===== src/sv/onod_fifo.sv =====
// ----------------------------------------------------------------------------
// onod_fifo
// Short register queue between the front and back halves.
// ----------------------------------------------------------------------------
module onod_fifo #(
  parameter int unsigned WIDTH = 8,
  parameter int unsigned DEPTH = 4
) (
  input  logic                       clk_i,
  input  logic                       rst_ni,
  input  logic                       push_i,
  input  logic [WIDTH-1:0]           wdata_i,
  input  logic                       pop_i,
  output logic [WIDTH-1:0]           rdata_o,
  output logic [$clog2(DEPTH+1)-1:0] count_o
);

  localparam int unsigned PW = (DEPTH > 1) ? $clog2(DEPTH) : 1;
  localparam int unsigned CW = $clog2(DEPTH + 1);

  logic [WIDTH-1:0] mem_q [DEPTH];
  logic [PW-1:0]    wr_ptr_q, rd_ptr_q;
  logic [CW-1:0]    count_q;

  assign rdata_o = mem_q[rd_ptr_q];
  assign count_o = count_q;

  always_ff @(posedge clk_i) begin
    if (push_i) begin
      mem_q[wr_ptr_q] <= wdata_i;
    end
  end

  always_ff @(posedge clk_i or negedge rst_ni) begin
    if (!rst_ni) begin
      wr_ptr_q <= '0;
      rd_ptr_q <= '0;
      count_q  <= '0;
    end else begin
      if (push_i) begin
        wr_ptr_q <= (wr_ptr_q == PW'(DEPTH - 1)) ? '0 : wr_ptr_q + 1'b1;
      end
      if (pop_i) begin
        rd_ptr_q <= (rd_ptr_q == PW'(DEPTH - 1)) ? '0 : rd_ptr_q + 1'b1;
      end
      if (push_i && !pop_i) begin
        count_q <= count_q + 1'b1;
      end else if (pop_i && !push_i) begin
        count_q <= count_q - 1'b1;
      end
    end
  end

endmodule


===== config.mk =====
export PLATFORM = sky130hd
export DESIGN_NAME = onod_fifo
export DESIGN_NICKNAME = d
export VERILOG_FILES = /design/src/sv/onod_fifo.sv
export SDC_FILE = /design/constraint.sdc
export NUM_CORES = 1
export LEC_CHECK = 0
export BUFFER_PORTS_ARGS = -buffer_cell sky130_fd_sc_hd__buf_2
export CORE_ASPECT_RATIO = 1.4
export CORE_MARGIN = 10
export CORE_UTILIZATION = 55
export CTS_CLUSTER_SIZE = 12
export DETAILED_ROUTE_END_ITERATION = 10
export PLACE_DENSITY = 0.77
export SYNTH_ARGS = -nofsm -noshare
export SYNTH_HDL_FRONTEND = slang
export SYNTH_SLANG_ARGS = --single-unit

===== constraint.sdc =====
create_clock -name clk_i -period 1.5 [get_ports clk_i]
set_input_delay 0.15 -clock clk_i [delete_from_list [all_inputs] [get_ports clk_i]]
set_output_delay 0.15 -clock clk_i [all_outputs]
set_load 0.02 [all_outputs]

==> impl_table.tex, run 1 <==
\begin{tabular}{lr}
\hline
Metric & Value \\
\hline
\multicolumn{2}{l}{\textbf{Status}} \\
Status & finished, violations left \\
Violated checks & setup timing \\
\multicolumn{2}{l}{\textbf{Run}} \\
Max Cap Viol & 0 \\
\multicolumn{2}{l}{\textbf{STA}} \\
Final setup margin & -0.211 ns \\
Total negative slack for setup checks & -1.59 ns \\
Maximum clock rate & slightly below 600 MHz \\
Setup violations, final & 8 \\
RSZ-0062 raised after global routing & true \\
Final worst-path cycle share & 114\% \\
Slew at the pin with the worst max-slew slack & approximately 0.40 ns \\
Number of pins exceeding their max-slew limit in the final report & 0 \\
Max-Slew Margin vs Limit & between 70\% and 80\% \\
Max Clock Skew & roughly 0.0061 ns \\
Final min period & between 1.5 and 2 ns \\
Number of hold violations in the final report & 0 \\
\multicolumn{2}{l}{\textbf{Floorplanning}} \\
Area of the die & between 5000 and 6000 um2 \\
Effective utilization at floorplan & 58.3\% \\
Top-level port count & 23 \\
Vertical die dimension & around 83 um \\
Horizontal die dimension & between 60 and 70 um \\
Std-Cell Core Area & around 2700 um2 \\
Number of core rows & 22 \\
\multicolumn{2}{l}{\textbf{Final layout}} \\
Antenna cells & 0 \\
Count of fill cells added during filler insertion & $\sim$200 \\
Share of layout cells above drive strength 1 & 38.9\% \\
Final Non-Filler Cells & 149 \\
Area Growth Syn to Fin & 21.8\% \\
Post-layout net count & 131 \\
\multicolumn{2}{l}{\textbf{Global routing}} \\
Number of global-route vias before repair & approximately 900 \\
Pin count of the biggest net entering global routing & 12 \\
Global-route wire length before repair & about 4500 um \\
Global-route usage over all layers & between 10\% and 20\% \\
GR Util met1 & between 10\% and 20\% \\
Initial antenna violation count & 0 \\
Met2 Use GR & between 10\% and 20\% \\
Met3 Resource Use GR & 5.24\% \\
Layer carrying the most global-route usage & met2 \\
Global route total overflow & 0 \\
\multicolumn{2}{l}{\textbf{Worst setup path}} \\
Worst-path fanout max & 8 \\
Arrival time at the worst endpoint & between 1.5 and 2 ns \\
Startpoint-to-endpoint class of the critical path & flop to primary output \\
R2r setup slk & about 0.10 ns \\
Data required time at the worst endpoint & $\sim$1.4 ns \\
Cell depth of the worst flop-to-flop path & 4 \\
Startpoint types & flop \\
Worst Setup End Kind & primary output \\
\multicolumn{2}{l}{\textbf{Clock tree}} \\
Worst-skew pair later-pin latency & approximately 0.33 ns \\
Count of clock tree sinks & 39 \\
Maximum buffer depth of the clock tree & 2 \\
Number of H-tree levels & 2 \\
Root cell of the clock tree & sky130\_fd\_sc\_hd\_\_clkbuf\_4 \\
Clock tree from TritonCTS & done \\
Clock edge transition at the registers on the reported setup and hold paths & $\sim$0.1 ns \\
Total clock buffers created by CTS & 5 \\
\multicolumn{2}{l}{\textbf{Synth}} \\
Count of cell types in the netlist & 16 \\
Warnings from Yosys & 0 \\
Total nets after synthesis & 96 \\
Post-synth design cell area & between 1500 and 2000 um2 \\
Synthesized instance count & between 70 and 80 \\
Mean cell area of the mapped netlist & around 20 um2 \\
Flops \& latches, synth & 39 \\
Sequential share of the synthesized area & 72.9\% \\
\multicolumn{2}{l}{\textbf{Route}} \\
Total wire length & $\sim$2600 um \\
Residual antenna-violating net count after detailed routing & 0 \\
Total vias in the final route & around 770 \\
Final routed DRC violation total & 0 \\
Number of violations reported at the end of detailed-routing iteration 0 & 21 \\
Wire length per cell & 17.3 um \\
Detailed-route vias per instance & slightly above 5 \\
Initial DRT Pass Iterations & 4 \\
\multicolumn{2}{l}{\textbf{Power}} \\
Leakage power of the design & around 0.00073 uW \\
Peak supply drop & about 1.1 mV \\
Total chip power & between 3000 and 4000 uW \\
Power per cell area & between 1500 and 2000 nW/um2 \\
\multicolumn{2}{l}{\textbf{Place}} \\
Number of placed cells counting well taps & roughly 140 \\
Total of buffers placed on input and output ports & 22 \\
Post-DP HPWL & 1910 um \\
Final weighted congestion in routability-driven placement & $\sim$0.64 \\
\multicolumn{2}{l}{\textbf{Min path}} \\
Hold Path Stages & 1 \\
Class of the worst hold path & primary input to flop \\
\hline
\end{tabular}
==> per-stage QoR <==
| step | utilization [%] | area, um2 | hold slack, ns | setup slack (ns) |
|---|---|---|---|---|
| global placement | 66.4 | 1770 | -0.0115 | 0.0623 |
| CTS | 70.7 | 1890 | 0.00161 | -0.228 |
| floorplan | - | 1560 | -0.146 | 0.122 |
| global route | 71.1 | 1900 | 0.00128 | -0.302 |
| finish | 71.1 | 1900 | 0.0260 | -0.211 |
| detailed placement | 66.4 | 1770 | -0.00526 | 0.0255 |
==> Yosys cell counts <==
cell	instances	area (um2)
sky130_fd_sc_hd__edfxtp_1	32	961
sky130_fd_sc_hd__mux4_2	8	180
sky130_fd_sc_hd__dfrtp_1	7	175
sky130_fd_sc_hd__ha_1	6	75.1
sky130_fd_sc_hd__inv_1	5	18.8
sky130_fd_sc_hd__and2_1	4	25.0
sky130_fd_sc_hd__mux2_2	3	33.8
sky130_fd_sc_hd__nor2_1	2	7.51
sky130_fd_sc_hd__o21ai_0	2	10.0
sky130_fd_sc_hd__xor2_1	2	17.5
sky130_fd_sc_hd__buf_2	1	5.00
sky130_fd_sc_hd__buf_6	1	11.3
sky130_fd_sc_hd__fa_1	1	20.0
sky130_fd_sc_hd__nand2_1	1	3.75
sky130_fd_sc_hd__nand3_1	1	5.00
sky130_fd_sc_hd__xnor2_1	1	8.76
==> worst paths after layout <==
| kind | from | to |
|---|---|---|
| worst max-delay path | rd_ptr_q[0] | rdata_o[2] |
| worst min-delay path | wdata_i[4] | mem_q[1][4] |
| worst max register to register | count_o[0] | count_o[2] |
| worst min register to register | count_o[2] | count_o[2] |
| max in group asynchronous | rst_ni | wr_ptr_q[0] |
| min in group asynchronous | rst_ni | count_o[2] |
==> metal layers <==
layer  share of wire [%]  vias up
li1                    -      365
met3                 7.3        5
met1                  33      382
met4                 2.6        0
met5                   0        -
met2                  57       21
==> logic make-up (layout without fill, tap and decap cells) <==
group | after synthesis | in the layout | share of synthesized area [%]
AOI/OAI and AO/OA | 2 | 2 | 0.643
xor gates and xnor gates | 3 | 3 | 1.69
adders and majority gates | 7 | 7 | 6.10
buffers and inverters | 7 | 43 | 2.25
DFF | 39 | 39 | 72.9
muxes | 11 | 11 | 13.7
and+or+nand+nor | 8 | 8 | 2.65
==> final cells by class <==
cell class	instances	area [um2]	area share [%]
Sequential cell	39	1140	59.9
Multi-Input combinational cell	31	387	20.4
Timing Repair Buffer	30	263	13.8
Tap cell	36	45.0	2.37
Clock buffer	6	41.3	2.18
Inverter	5	18.8	0.989
Clock inverter	2	7.51	0.396
==> state kept, by name (all words and copies together), names as in the netlist <==
| name | cells |
|---|---|
| mem_q | 32 |
| count_o | 3 |
| rd_ptr_q | 2 |
| wr_ptr_q | 2 |
==> cell usage in the layout (no fill, tap or decap), drive strengths merged, types with 3 or more instances in the layout <==
| cell | n |
|---|---|
| and2 | 4 |
| buf | 28 |
| clkbuf | 6 |
| dfrtp | 7 |
| edfxtp | 32 |
| ha | 6 |
| inv | 5 |
| mux2 | 3 |
| mux4 | 8 |
==> worst max-delay path, stage by stage, from the launching register on <==
cell	delay, ns
sky130_fd_sc_hd__dfrtp_1	0.40
sky130_fd_sc_hd__buf_12	0.15
sky130_fd_sc_hd__mux4_2	0.52
sky130_fd_sc_hd__buf_6	0.15
==> power breakdown <==
part / switching (uW) / internal [uW] / total, uW / leakage, uW
clock network: 299 / 173 / 472 / 0.0000273
registers: 153 / 1420 / 1580 / 0.000377
logic: 679 / 789 / 1470 / 0.000322
total: 1130 / 2390 / 3520 / 0.000726
==> timing repair <==
action                                  4_1_cts  5_1_grt
buffers inserted                              1        0
endpoints found under the hold margin         7        4
resized for setup                            16        0
endpoints found under the setup margin        8        8
hold buffers                                  1        1
Power figures use the tool's default switching activity.
==> run 2, diff against run 1 <==
- CELL_PAD_IN_SITES_DETAIL_PLACEMENT: unset -> 0
- CELL_PAD_IN_SITES_GLOBAL_PLACEMENT: unset -> 1
- CORE_UTILIZATION: 55 -> 47
- PLACE_DENSITY: 0.77 -> unset
- PLACE_DENSITY_LB_ADDON: unset -> 0.1
==> run 2 against run 1 <==
The flow still finishes with violations (setup timing); via count decreased by 2.1%; sequential cell count stayed put; die area increased by 12%; worst hold slack improved by 0.049 ns; routed wire length is 8.2% lower; setup slack improved by 0.078 ns; combinational power barely moved; first-iteration DRC count did not move; total power grew 9.2%; register-to-register slack gained 0.06 ns; non-clock buffer count is 1 lower; critical path type unchanged; critical endpoint is now rdata_o[3]; largest cell class unchanged; highest routed layer unchanged.
==> impl_table.tex, run 2 (synthesis gave the netlist of run 1 again) <==
\begin{tabular}{lr}
\hline
Metric & Value \\
\hline
\multicolumn{2}{l}{\textbf{Status}} \\
Status & finished, violations left \\
Violated checks & setup timing \\
\multicolumn{2}{l}{\textbf{Global routing}} \\
Layer carrying the most global-route usage & met2 \\
Global route total overflow & 0 \\
Met3 Resource Use GR & approximately 4.0\% \\
Initial antenna violation count & 0 \\
Pin count of the biggest net entering global routing & 13 \\
Global-route wire length before repair & approximately 3900 um \\
Met2 Use GR & around 15\% \\
GR Util met1 & slightly below 9\% \\
Number of global-route vias before repair & between 800 and 900 \\
Global-route usage over all layers & between 8 and 9\% \\
\multicolumn{2}{l}{\textbf{STA}} \\
Total negative slack for setup checks & -1.03 ns \\
Slew at the pin with the worst max-slew slack & 0.426 ns \\
Final Hold Slack & between 0.07 and 0.08 ns \\
Max Clock Skew & approximately 0.0053 ns \\
Number of pins exceeding their max-slew limit in the final report & 0 \\
Final setup margin & -0.133 ns \\
Final worst-path cycle share & 109\% \\
Setup violations, final & 8 \\
Maximum clock rate & approximately 600 MHz \\
Number of hold violations in the final report & 0 \\
Max-Slew Margin vs Limit & 71.6\% \\
RSZ-0062 raised after global routing & true \\
Final min period & roughly 1.6 ns \\
\multicolumn{2}{l}{\textbf{Final layout}} \\
Final Non-Filler Cells & 151 \\
Count of fill cells added during filler insertion & between 200 and 300 \\
Commonest cells after routing, fill and taps aside & 32 x sky130\_fd\_sc\_hd\_\_edfxtp\_1, 14 x sky130\_fd\_sc\_hd\_\_buf\_2, 8 x sky130\_fd\_sc\_hd\_\_mux4\_2, 8 x sky130\_fd\_sc\_hd\_\_buf\_6, 7 x sky130\_fd\_sc\_hd\_\_dfrtp\_1 \\
Antenna cells & 0 \\
Register containing the most flip-flops in the final layout & mem\_q \\
Post-layout net count & 130 \\
Area Growth Syn to Fin & 26.0\% \\
Share of layout cells above drive strength 1 & 41.1\% \\
Largest register FFs & 32 \\
Most common cell after layout, fill and taps aside & sky130\_fd\_sc\_hd\_\_edfxtp\_1 \\
\multicolumn{2}{l}{\textbf{Worst setup path}} \\
Worst r2r src & count\_o[0] \\
Setup crit start & rd\_ptr\_q[0] \\
Data required time at the worst endpoint & between 1 and 1.5 ns \\
Startpoint-to-endpoint class of the critical path & flop to primary output \\
Startpoint types & flop \\
Arrival time at the worst endpoint & between 1 and 1.5 ns \\
Worst-path fanout max & 8 \\
Worst Setup End Kind & primary output \\
\multicolumn{2}{l}{\textbf{Power}} \\
Part of the total power dissipated in sequential elements & 41.2\% \\
Cell-internal power & between 2000 and 3000 uW \\
Leakage power of the design & 0.000753 uW \\
Switching fraction of total power & between 20\% and 30\% \\
Peak supply drop & $\sim$1.2 mV \\
Combinational share of power & approximately 38\% \\
Total chip power & roughly 3800 uW \\
Net load switching power & 1130 uW \\
Clock network fraction of total power & between 20\% and 30\% \\
Power per cell area & between 1500 and 2000 nW/um2 \\
\multicolumn{2}{l}{\textbf{Floorplanning}} \\
Vertical die dimension & between 80 and 90 um \\
Top-level port count & 23 \\
Area of the die & 6050 um2 \\
Number of core rows & 24 \\
Effective utilization at floorplan & 49.4\% \\
Horizontal die dimension & just under 70 um \\
Std-Cell Core Area & about 3200 um2 \\
\multicolumn{2}{l}{\textbf{Min path}} \\
Class of the worst hold path & primary input to flop \\
Hold Crit Start & wdata\_i[3] \\
\multicolumn{2}{l}{\textbf{Route}} \\
Total vias in the final route & approximately 760 \\
Residual antenna-violating net count after detailed routing & 0 \\
Wire length per cell & 15.7 um \\
Number of violations reported at the end of detailed-routing iteration 0 & 21 \\
Total wire length & 2370 um \\
Initial DRT Pass Iterations & 3 \\
Final routed DRC violation total & 0 \\
Detailed-route vias per instance & 5.01 \\
\multicolumn{2}{l}{\textbf{Clock tree}} \\
Clock tree from TritonCTS & done \\
Maximum buffer depth of the clock tree & 2 \\
Clock edge transition at the registers on the reported setup and hold paths & 0.07 ns \\
Number of H-tree levels & 2 \\
Root cell of the clock tree & sky130\_fd\_sc\_hd\_\_clkbuf\_8 \\
Count of clock tree sinks & 39 \\
Worst-skew pair later-pin latency & between 0.2 and 0.3 ns \\
Total clock buffers created by CTS & 5 \\
\multicolumn{2}{l}{\textbf{Place}} \\
Post-DP HPWL & roughly 1800 um \\
Dpl ws & between 0.02 and 0.03 ns \\
Final weighted congestion in routability-driven placement & around 0.68 \\
Number of placed cells counting well taps & $\sim$140 \\
Total of buffers placed on input and output ports & 22 \\
\multicolumn{2}{l}{\textbf{Run}} \\
Max Cap Viol & 0 \\
\hline
\end{tabular}
-- run 2: critical path: stages (launching register included) --
cell and delay [ns]:
sky130_fd_sc_hd__dfrtp_1 0.39, sky130_fd_sc_hd__buf_12 0.15, sky130_fd_sc_hd__mux4_2 0.51, sky130_fd_sc_hd__buf_6 0.15
-- run 2: final timing paths --
check	end	slack, ns	cells past startpoint
max	rdata_o[3]	-0.13	3
min	mem_q[1][3]	0.08	1
max reg2reg	count_o[2]	0.16	4
min reg2reg	count_o[2]	0.47	1
max in group asynchronous	wr_ptr_q[0]	1.12	2
min in group asynchronous	count_o[2]	0.22	2
-- run 2: power groups by stage --
stage	Clock [uW]	Combinational [uW]	Sequential, uW
5_1_grt	894	1570	1610
3_3_place_gp	0	1250	1600
4_1_cts	837	1480	1590
2_1_floorplan	0	825	1580
3_5_place_dp	0	1260	1610
6_report	816	1440	1580
-- run 2: layer usage --
metal / part of all wire, % / wire length [um]
met4: 2.6 / 62
met3: 9.5 / 226
met1: 35 / 834
met5: 0 / 0
met2: 53 / 1250
-- run 2: metrics by stage --
stage          utilization, %  instance area (um2)
5_1_grt                  62.3                 1960
3_5_place_dp             56.7                 1790
3_3_place_gp             56.7                 1790
2_1_floorplan               -                 1560
6_report                 62.3                 1960
4_1_cts                  62.3                 1960
-- run 2: timing repair --
| action | CTS | global route |
|---|---|---|
| buffers inserted | 1 | 0 |
| hold buffers | 1 | 0 |
| gates resized for setup | 16 | 0 |
| endpoints found under the hold margin | 7 | 0 |
| setup endpoints to repair | 8 | 8 |
-- run 2: cell type report --
type / count / area, um2 / area share (%)
Timing Repair Buffer: 29 / 265 / 13.5
Sequential cell: 39 / 1140 / 57.9
Inverter: 5 / 18.8 / 0.956
Tap cell: 39 / 48.8 / 2.49
Multi-Input combinational cell: 31 / 387 / 19.7
Clock inverter: 3 / 38.8 / 1.98
Clock buffer: 5 / 68.8 / 3.51
